==> config.mk <==
export PLATFORM = sky130hd
export DESIGN_NAME = imh_ctrl
export DESIGN_NICKNAME = d
export VERILOG_FILES = /design/src/design/imh_pkg.sv /design/src/design/imh_ctrl.sv
export SDC_FILE = /design/constraint.sdc
export NUM_CORES = 1
export LEC_CHECK = 0
export BUFFER_PORTS_ARGS = -buffer_cell sky130_fd_sc_hd__buf_2
export CAP_MARGIN = 10
export CORE_AREA = 2 2 39 41
export CTS_CLUSTER_SIZE = 20
export DETAILED_ROUTE_END_ITERATION = 8
export DIE_AREA = 0 0 41 43
export GPL_ROUTABILITY_DRIVEN = 0
export GPL_TIMING_DRIVEN = 1
export PLACE_DENSITY = 0.71
export SLEW_MARGIN = 25
export SYNTH_ARGS = -nofsm -noshare
export SYNTH_HDL_FRONTEND = slang
export SYNTH_SLANG_ARGS = --single-unit
==> constraint.sdc <==
create_clock -name aclk -period 2.92 [get_ports aclk]
set_input_delay 0.146 -clock aclk [delete_from_list [all_inputs] [get_ports aclk]]
set_output_delay 0.146 -clock aclk [all_outputs]
set_load 0.01 [all_outputs]
==> src/design/imh_pkg.sv <==
// ----------------------------------------------------------------------------
// imh_pkg: shared types and constants
// Key sentinel, operation codes, command and status structs, controller states.
// ----------------------------------------------------------------------------
package imh_pkg;

    localparam int unsigned KEY_W = 20;
    localparam int unsigned ELEM_W = 10;
    localparam logic [KEY_W-1:0] SENTINEL_KEY = 20'd1000000;

    localparam logic OP_SET = 1'b0;
    localparam logic OP_POP = 1'b1;

    typedef enum logic [3:0] {
        ST_CLEAR,
        ST_IDLE,
        ST_LOOKUP,
        ST_WRITE,
        ST_DN_READ,
        ST_DN_CMP,
        ST_UP_READ,
        ST_UP_CMP,
        ST_TOP_READ,
        ST_RESULT
    } state_t;

    typedef struct packed {
        logic clear_step;
        logic load_item;
        logic lookup;
        logic write_key;
        logic dn_read;
        logic dn_swap;
        logic up_read;
        logic up_swap;
        logic top_read;
        logic load_result;
    } cmd_t;

    typedef struct packed {
        logic clear_done;
        logic skip_item;
        logic dn_has_child;
        logic dn_swap_ok;
        logic up_at_root;
        logic up_swap_ok;
    } status_t;

endpackage

==> src/design/imh_ctrl.sv <==
// ----------------------------------------------------------------------------
// imh_ctrl: sequencer for the heap
// Runs the clearing pass, then per item: lookup, write, sift down, sift up, result.
// ----------------------------------------------------------------------------
module imh_ctrl (
    input  logic              aclk,
    input  logic              aresetn,
    input  logic              s_valid,
    output logic              s_ready,
    output logic              m_valid,
    input  logic              m_ready,
    output imh_pkg::cmd_t     cmd,
    input  imh_pkg::status_t  status
);

    imh_pkg::state_t state_reg, state_next;
    logic out_valid_reg, out_valid_next;

    always_ff @(posedge aclk) begin
        if (!aresetn) begin
            state_reg <= imh_pkg::ST_CLEAR;
            out_valid_reg <= 1'b0;
        end else begin
            state_reg <= state_next;
            out_valid_reg <= out_valid_next;
        end
    end

    assign m_valid = out_valid_reg;
    assign s_ready = (state_reg == imh_pkg::ST_IDLE);

    always_comb begin
        state_next = state_reg;
        cmd = '0;
        out_valid_next = out_valid_reg && !m_ready;
        case (state_reg)
            imh_pkg::ST_CLEAR: begin
                cmd.clear_step = 1'b1;
                if (status.clear_done) state_next = imh_pkg::ST_IDLE;
            end
            imh_pkg::ST_IDLE: begin
                if (s_valid) begin
                    cmd.load_item = 1'b1;
                    state_next = imh_pkg::ST_LOOKUP;
                end
            end
            imh_pkg::ST_LOOKUP: begin
                if (status.skip_item) begin
                    state_next = imh_pkg::ST_TOP_READ;
                end else begin
                    cmd.lookup = 1'b1;
                    state_next = imh_pkg::ST_WRITE;
                end
            end
            imh_pkg::ST_WRITE: begin
                cmd.write_key = 1'b1;
                state_next = imh_pkg::ST_DN_READ;
            end
            imh_pkg::ST_DN_READ: begin
                if (status.dn_has_child) begin
                    cmd.dn_read = 1'b1;
                    state_next = imh_pkg::ST_DN_CMP;
                end else begin
                    state_next = imh_pkg::ST_UP_READ;
                end
            end
            imh_pkg::ST_DN_CMP: begin
                if (status.dn_swap_ok) begin
                    cmd.dn_swap = 1'b1;
                    state_next = imh_pkg::ST_DN_READ;
                end else begin
                    state_next = imh_pkg::ST_UP_READ;
                end
            end
            imh_pkg::ST_UP_READ: begin
                if (status.up_at_root) begin
                    state_next = imh_pkg::ST_TOP_READ;
                end else begin
                    cmd.up_read = 1'b1;
                    state_next = imh_pkg::ST_UP_CMP;
                end
            end
            imh_pkg::ST_UP_CMP: begin
                if (status.up_swap_ok) begin
                    cmd.up_swap = 1'b1;
                    state_next = imh_pkg::ST_UP_READ;
                end else begin
                    state_next = imh_pkg::ST_TOP_READ;
                end
            end
            imh_pkg::ST_TOP_READ: begin
                cmd.top_read = 1'b1;
                state_next = imh_pkg::ST_RESULT;
            end
            imh_pkg::ST_RESULT: begin
                if (!out_valid_reg || m_ready) begin
                    cmd.load_result = 1'b1;
                    out_valid_next = 1'b1;
                    state_next = imh_pkg::ST_IDLE;
                end
            end
            default: state_next = imh_pkg::ST_IDLE;
        endcase
    end

endmodule

==> results of run 1 <==
==> layout by cell type, fill, tap and decap left out, types with 2 or more instances in the layout <==
| master | n |
|---|---|
| buf_2 | 21 |
| nor2_1 | 5 |
| dfxtp_1 | 5 |
| nor4_1 | 2 |
| a21oi_1 | 4 |
| nand3b_1 | 2 |
| nand2_1 | 4 |
| clkbuf_4 | 3 |
| a31oi_1 | 2 |
| nor3_1 | 2 |
| or3b_1 | 2 |
| inv_1 | 4 |
| nand3_1 | 3 |
| nand2b_1 | 5 |
==> power breakdown <==
part	leakage [µW]	internal [µW]	total, µW	switching (µW)
registers	0.0000406	70.7	80.2	9.51
clock network	0.0000150	51.8	82.3	30.5
logic	0.000194	18.4	36.7	18.2
==> path summary, 6_finish.rpt <==
path | to | from
setup / recovery | cmd[8] | state_reg[0]
hold / removal | state_reg[3] | aresetn
setup reg to reg | state_reg[3] | state_reg[0]
hold reg to reg | m_valid | m_valid
==> layer usage <==
metal | GRT usage [%] | wire length (µm) | up-vias
met5 | 0 | 0 | -
met4 | 2.00 | 0 | 0
met3 | 6.28 | 51 | 0
met2 | 20.0 | 535 | 14
met1 | 20.5 | 540 | 231
li1 | - | - | 252
==> worst max-delay path, stage by stage, from the launching register on <==
cell,delay [ps]
dfxtp_1,690
nand2b_1,220
nor3_1,220
and2_1,150
buf_2,120
==> area by class of cell <==
cell class / count / area (µm²) / area share, %
multi-input combinational: 46 / 304 / 53.3
sequential: 5 / 100 / 17.5
inverter: 4 / 15.0 / 2.63
timing repair buffer: 21 / 105 / 18.4
tap: 16 / 20.0 / 3.51
clock buffer: 4 / 26.3 / 4.61
==> per-stage QoR <==
stage | setup slack, ps | hold WS (ps) | power (µW) | area, µm² | instances
final | 1130 | 135 | 199 | 571 | 96
after global routing | 921 | 144 | 210 | 571 | 96
after CTS | 1160 | 129 | 202 | 571 | 96
after detailed placement | 1430 | 385 | 118 | 544 | 92
after global placement | 1480 | 381 | 117 | 544 | 92
after floorplan | 1720 | 274 | 105 | 453 | 60
==> logic make-up (layout without fill, tap and decap cells) <==
logic type / count (synthesis) / count (layout)
buffers and inverters: 9 / 29
and+or+nand+nor: 33 / 33
AOI/OAI and AO/OA: 12 / 12
muxes: 1 / 1
DFF: 5 / 5
==> flow_summary.yaml, run 1 <==
run_status:
  outcome: "complete, no violations"
timing:
  maxSlewViolCount: 0
  fin_crit_sh_pct: 61.4
  setup_viol: 0
  rsz0062_at_grt: "no"
  hold_violations: 0
  max_freq_ghz: 0.558
  finalCriticalPeriod_ps: 1790
  tns_ps: 0
  finClkSkew_ps: 2.55
  slew_headroom_pct: 60.0
  worst_pin_slew_ps: 598
setup_path:
  cp-end-kind: "output pin"
  ff2ff_setup_slack_ps: 1550
  crit_fanout: 18
  required_ps: 2770
  startpoint_type: "register"
  path_class: "register to output pin"
  reg2reg_depth: 3
  crit_arrival_ps: 1650
synthesis:
  synth.avg_cell_area_um2: 7.55
  synth_edf_count: 0
  yosysUniqueCellTypes: 30
  syn_nets: 70
  netlist.area_leader.share_pct: 22.1
  seq_area_frac_synth_pct: 22.1
  async_flop_share_pct: 0
  synth_xor_area_share_pct: 0
  synthSimpleGateAreaFrac_pct: 45.3
  syn_inst: 60
  synth_top_family_by_area: "simple AND/OR/NAND/NOR gates"
  muxShareOfSynthArea_pct: 2.21
  synth_compound_area_share_pct: 19.6
  synth_seq_cells: 5
  synthAdderAreaFrac_pct: 0
  synth_top_flop_cell: "dfxtp_1"
  ys_top_cells_by_count: "dfxtp_1, nand2b_1, nor2_1"
  synth-warning-count: 0
  syn-cell-area_um2: 453
  synth_area_leaders: "dfxtp_1, nand2b_1, a21oi_1"
  synth_top_area_cell: "dfxtp_1"
drt:
  drt-initial-drc-count: 3
  wl_per_cell_um: 11.7
  postRouteAntennaNets: 0
  first_pass_iters: 4
  viasPerCell: 5.18
  drc_errors: 0
  vias: 497
  drt_wl_total_um: 1130
floorplanning:
  die_h_um: 43
  die_x_um: 41
  num_rows: 14
  start_util_pct: 32.7
  io_pins: 22
  coreArea_um2: 1380
  die-area_um2: 1760
global_route:
  grt_pass1_wl_um: 1780
  grt_pass1_vias: 426
  antenna_found_initial: 0
  gr-total-overflow: 0
  grt_max_degree: 19
  grtUsageTotal_pct: 14.3
layout:
  drive_gt1_share_pct: 35.0
  fillers: 152
  largest_reg_flops: 4
  nNetsFinal: 91
  antenna_cells: 0
  post-route-util_pct: 41.2
  syn2layout_area_growth_pct: 26.0
cts:
  htree_num_levels: 1
  cts_sinks: 5
  cts_made_buffers: 3
  cts_tree: "yes"
  root_buffer: "clkbuf_4"
  post_cts_buffers: 0
  cts_resized: 0
  clk-insertion-delay-late_ps: 240
  clockBufferDepth: 2
  path_clk_slew_ps: 50
  cts_hold_buf: 0
min_path:
  hold_path_depth: 2
  hold_class: "primary input to register"
job:
  maxCapViolCount: 0
power_and_ir_drop:
  ir_worst_vdd_mv: 0.191
  p_per_area_nw_per_um2: 349
  leakagePower_uw: 0.000250
placement:
  place_hpwl_um: 818
  io_buffers: 21
No activity file was read; power rests on OpenSTA's default activity.
==> inputs of run 2 (changes only) <==
--- a/config.mk
+++ b/config.mk
@@ -5,6 +5,7 @@
 export SDC_FILE = /design/constraint.sdc
 export NUM_CORES = 1
 export LEC_CHECK = 0
+export ABC_AREA = 1
 export BUFFER_PORTS_ARGS = -buffer_cell sky130_fd_sc_hd__buf_2
 export CAP_MARGIN = 10
 export CORE_AREA = 2 2 39 41
@@ -13,7 +14,7 @@
 export DIE_AREA = 0 0 41 43
 export GPL_ROUTABILITY_DRIVEN = 0
 export GPL_TIMING_DRIVEN = 1
-export PLACE_DENSITY = 0.71
+export PLACE_DENSITY = 0.72
 export SLEW_MARGIN = 25
 export SYNTH_ARGS = -nofsm -noshare
 export SYNTH_HDL_FRONTEND = slang
==> constraint.sdc (replaced) <==
create_clock -name aclk -period 1.45 [get_ports aclk]
set_input_delay 0.0725 -clock aclk [delete_from_list [all_inputs] [get_ports aclk]]
set_output_delay 0.0725 -clock aclk [all_outputs]
set_load 0.01 [all_outputs]
==> run 2 against run 1 <==
  * Clock power rose by 100%
  * Wire length shrank 4.3%
  * Die area did not move
  * Worst hold slack got worse by 73 ps
  * Combinational power rose to 6.2 times the previous value
  * Clock-buffer cell count stayed put
  * Register-to-register slack got worse by 1300 ps
  * Final cell count rose by 26%
  * Total power grew to 2.9 times the previous value
  * Sequential cell count unchanged
  * Synthesized cell count increased by 33%
  * Critical path type unchanged
  * Highest routed layer is now met4
==> flow_summary.yaml, run 2 <==
cts:
  root_buffer: "clkbuf_4"
  cts_made_buffers: 3
  cts_tree: "yes"
  clk-insertion-delay-late_ps: 240
  path_clk_slew_ps: 50
  clockBufferDepth: 2
  htree_num_levels: 1
  cts_sinks: 5
  cts_hold_buf: 0
min_path:
  hold_class: "primary input to register"
synthesis:
  netlist.area_leader.share_pct: 22.9
  synth_top_flop_cell: "dfxtp_1"
  synth_top_area_cell: "dfxtp_1"
  syn-cell-area_um2: 438
  synth_area_leaders: "dfxtp_1, nand2_1, inv_1"
  synth_edf_count: 0
  synth_compound_area_share_pct: 9.71
  muxShareOfSynthArea_pct: 0
  syn_inst: 80
  synth_xor_area_share_pct: 0
  synth.avg_cell_area_um2: 5.47
  async_flop_share_pct: 0
  seq_area_frac_synth_pct: 22.9
  synth-warning-count: 0
  yosysMostFrequentCell: "nand2_1"
  syn_nets: 90
  synthAdderAreaFrac_pct: 0
  ys_top_cells_by_count: "nand2_1, inv_1, nor2_1, nand3_1"
  synthSimpleGateAreaFrac_pct: 48.6
  yosysUniqueCellTypes: 14
  synth_top_family_by_area: "simple AND/OR/NAND/NOR gates"
  synth_seq_cells: 5
layout:
  drive_gt1_share_pct: 34.3
  layout.area.seq_um2: 100
  post-route-util_pct: 42.8
  multi_input_area_um2: 258
  largest_reg_flops: 4
  final_common_cell: "buf_2"
  antenna_cells: 0
  fillers: 154
  nNetsFinal: 116
  final_cell_mix: "buf_2, nand2_1, inv_1"
  syn2layout_area_growth_pct: 35.1
floorplanning:
  io_pins: 22
  coreArea_um2: 1380
  num_rows: 14
  start_util_pct: 31.6
  die-area_um2: 1760
  die_h_um: 43
  die_x_um: 41
setup_path:
  reg2reg_depth: 8
  ff2ff_setup_slack_ps: 250
  startpoint: "state_reg[1]"
  rr_startpoint: "state_reg[1]"
  crit_arrival_ps: 1260
  startpoint_type: "register"
  crit_fanout: 5
  cp-end-kind: "output pin"
  crit_end: "cmd[3]"
  r2r-end: "state_reg[1]"
  path_class: "register to output pin"
  required_ps: 1380
timing:
  finClkSkew_ps: 3.59
  holdWs_ps: 61.2
  hold_violations: 0
  worst_pin_slew_ps: 271
  finalCriticalPeriod_ps: 1330
  setup_viol: 0
  maxSlewViolCount: 0
  fin_crit_sh_pct: 91.9
  slew_headroom_pct: 81.9
  rsz0062_at_grt: "no"
  max_freq_ghz: 0.750
  tns_ps: 0
drt:
  postRouteAntennaNets: 0
  viasPerCell: 4.37
  drt_wl_total_um: 1080
  vias: 529
  wl_per_cell_um: 8.91
  drt-initial-drc-count: 7
  drc_errors: 0
  first_pass_iters: 4
global_route:
  antenna_found_initial: 0
  grt_pass1_vias: 437
  gr-total-overflow: 0
  grt_pass1_wl_um: 1700
  grtUsageTotal_pct: 14.1
  grt_max_degree: 7
placement:
  place_hpwl_um: 892
  io_buffers: 21
power_and_ir_drop:
  leakagePower_uw: 0.000396
  p_per_area_nw_per_um2: 964
  ir_worst_vdd_mv: 0.493
run_status:
  outcome: "complete, no violations"
job:
  maxCapViolCount: 0
-- run 2: changes by cell type in the layout (fill, tap and decap cells not counted), sizes merged, moves of 3 or more --
cell,previous run,this run
inv,4,22
nand2,4,19
nor2,5,17
nand2b,5,0
nand3,3,6
nor4,3,0
-- run 2: logic make-up (layout without fill, tap and decap cells) --
family,after synthesis,in the layout
DFF,5,5
AOI/OAI and AO/OA,8,8
buffers and inverters,22,47
and+or+nand+nor,45,45
-- run 2: how the worst min path moves through the flow --
stage	cells after the start	slack (ps)	from	end
4_1_cts	3	50	aresetn	state_reg[2]
3_3_place_gp	3	310	aresetn	state_reg[2]
2_1_floorplan	2	180	aresetn	state_reg[2]
5_1_grt	3	80	aresetn	state_reg[2]
3_5_place_dp	3	310	aresetn	state_reg[2]
6_report	3	60	aresetn	state_reg[2]
-- run 2: repair_timing --
action / in CTS / in global routing
buffers inserted: 0 / 0
gates resized for setup: 0 / 1
endpoints found under the setup margin: 0 / 2
-- run 2: layout make-up --
type	count	area share [%]
Inverter	22	14.0
Multi-Input combinational cell	53	43.6
Sequential cell	5	16.9
Clock buffer	4	4.44
Tap cell	16	3.38
Timing Repair Buffer	21	17.8
-- run 2: per-layer routing --
metal  global-route usage, %  wire length, µm  vias to the layer above  part of all wire (%)
met5                       0                0                        -                     0
met4                    8.00               17                        0                   1.6
met3                    2.62               77                        2                   7.1
met2                    20.3              501                       17                    46
met1                    18.6              481                      220                    45
li1                        -                -                      290                     -
-- run 2: report_power, final --
group          leakage, µW  total [µW]  internal (µW)  switching, µW
clock            0.0000150         166            104           61.5
combinational     0.000341         228           85.6            143
sequential       0.0000407         176            153           23.8
-- run 2: per-stage QoR --
stage | std cells | setup slack, ps | cell area, µm² | power [µW]
after floorplan | 80 | 375 | 438 | 331
after global placement | 117 | 271 | 563 | 402
after detailed placement | 117 | 269 | 563 | 403
after CTS | 121 | 99.3 | 589 | 575
after global routing | 121 | 22.9 | 592 | 610
final | 121 | 117 | 592 | 570
-- run 2: worst max-delay path: stages (launching register included) --
cell and delay, ps:
dfxtp_1 430, inv_1 90, nor2_2 160, nand3b_1 120, inv_1 90, buf_2 130
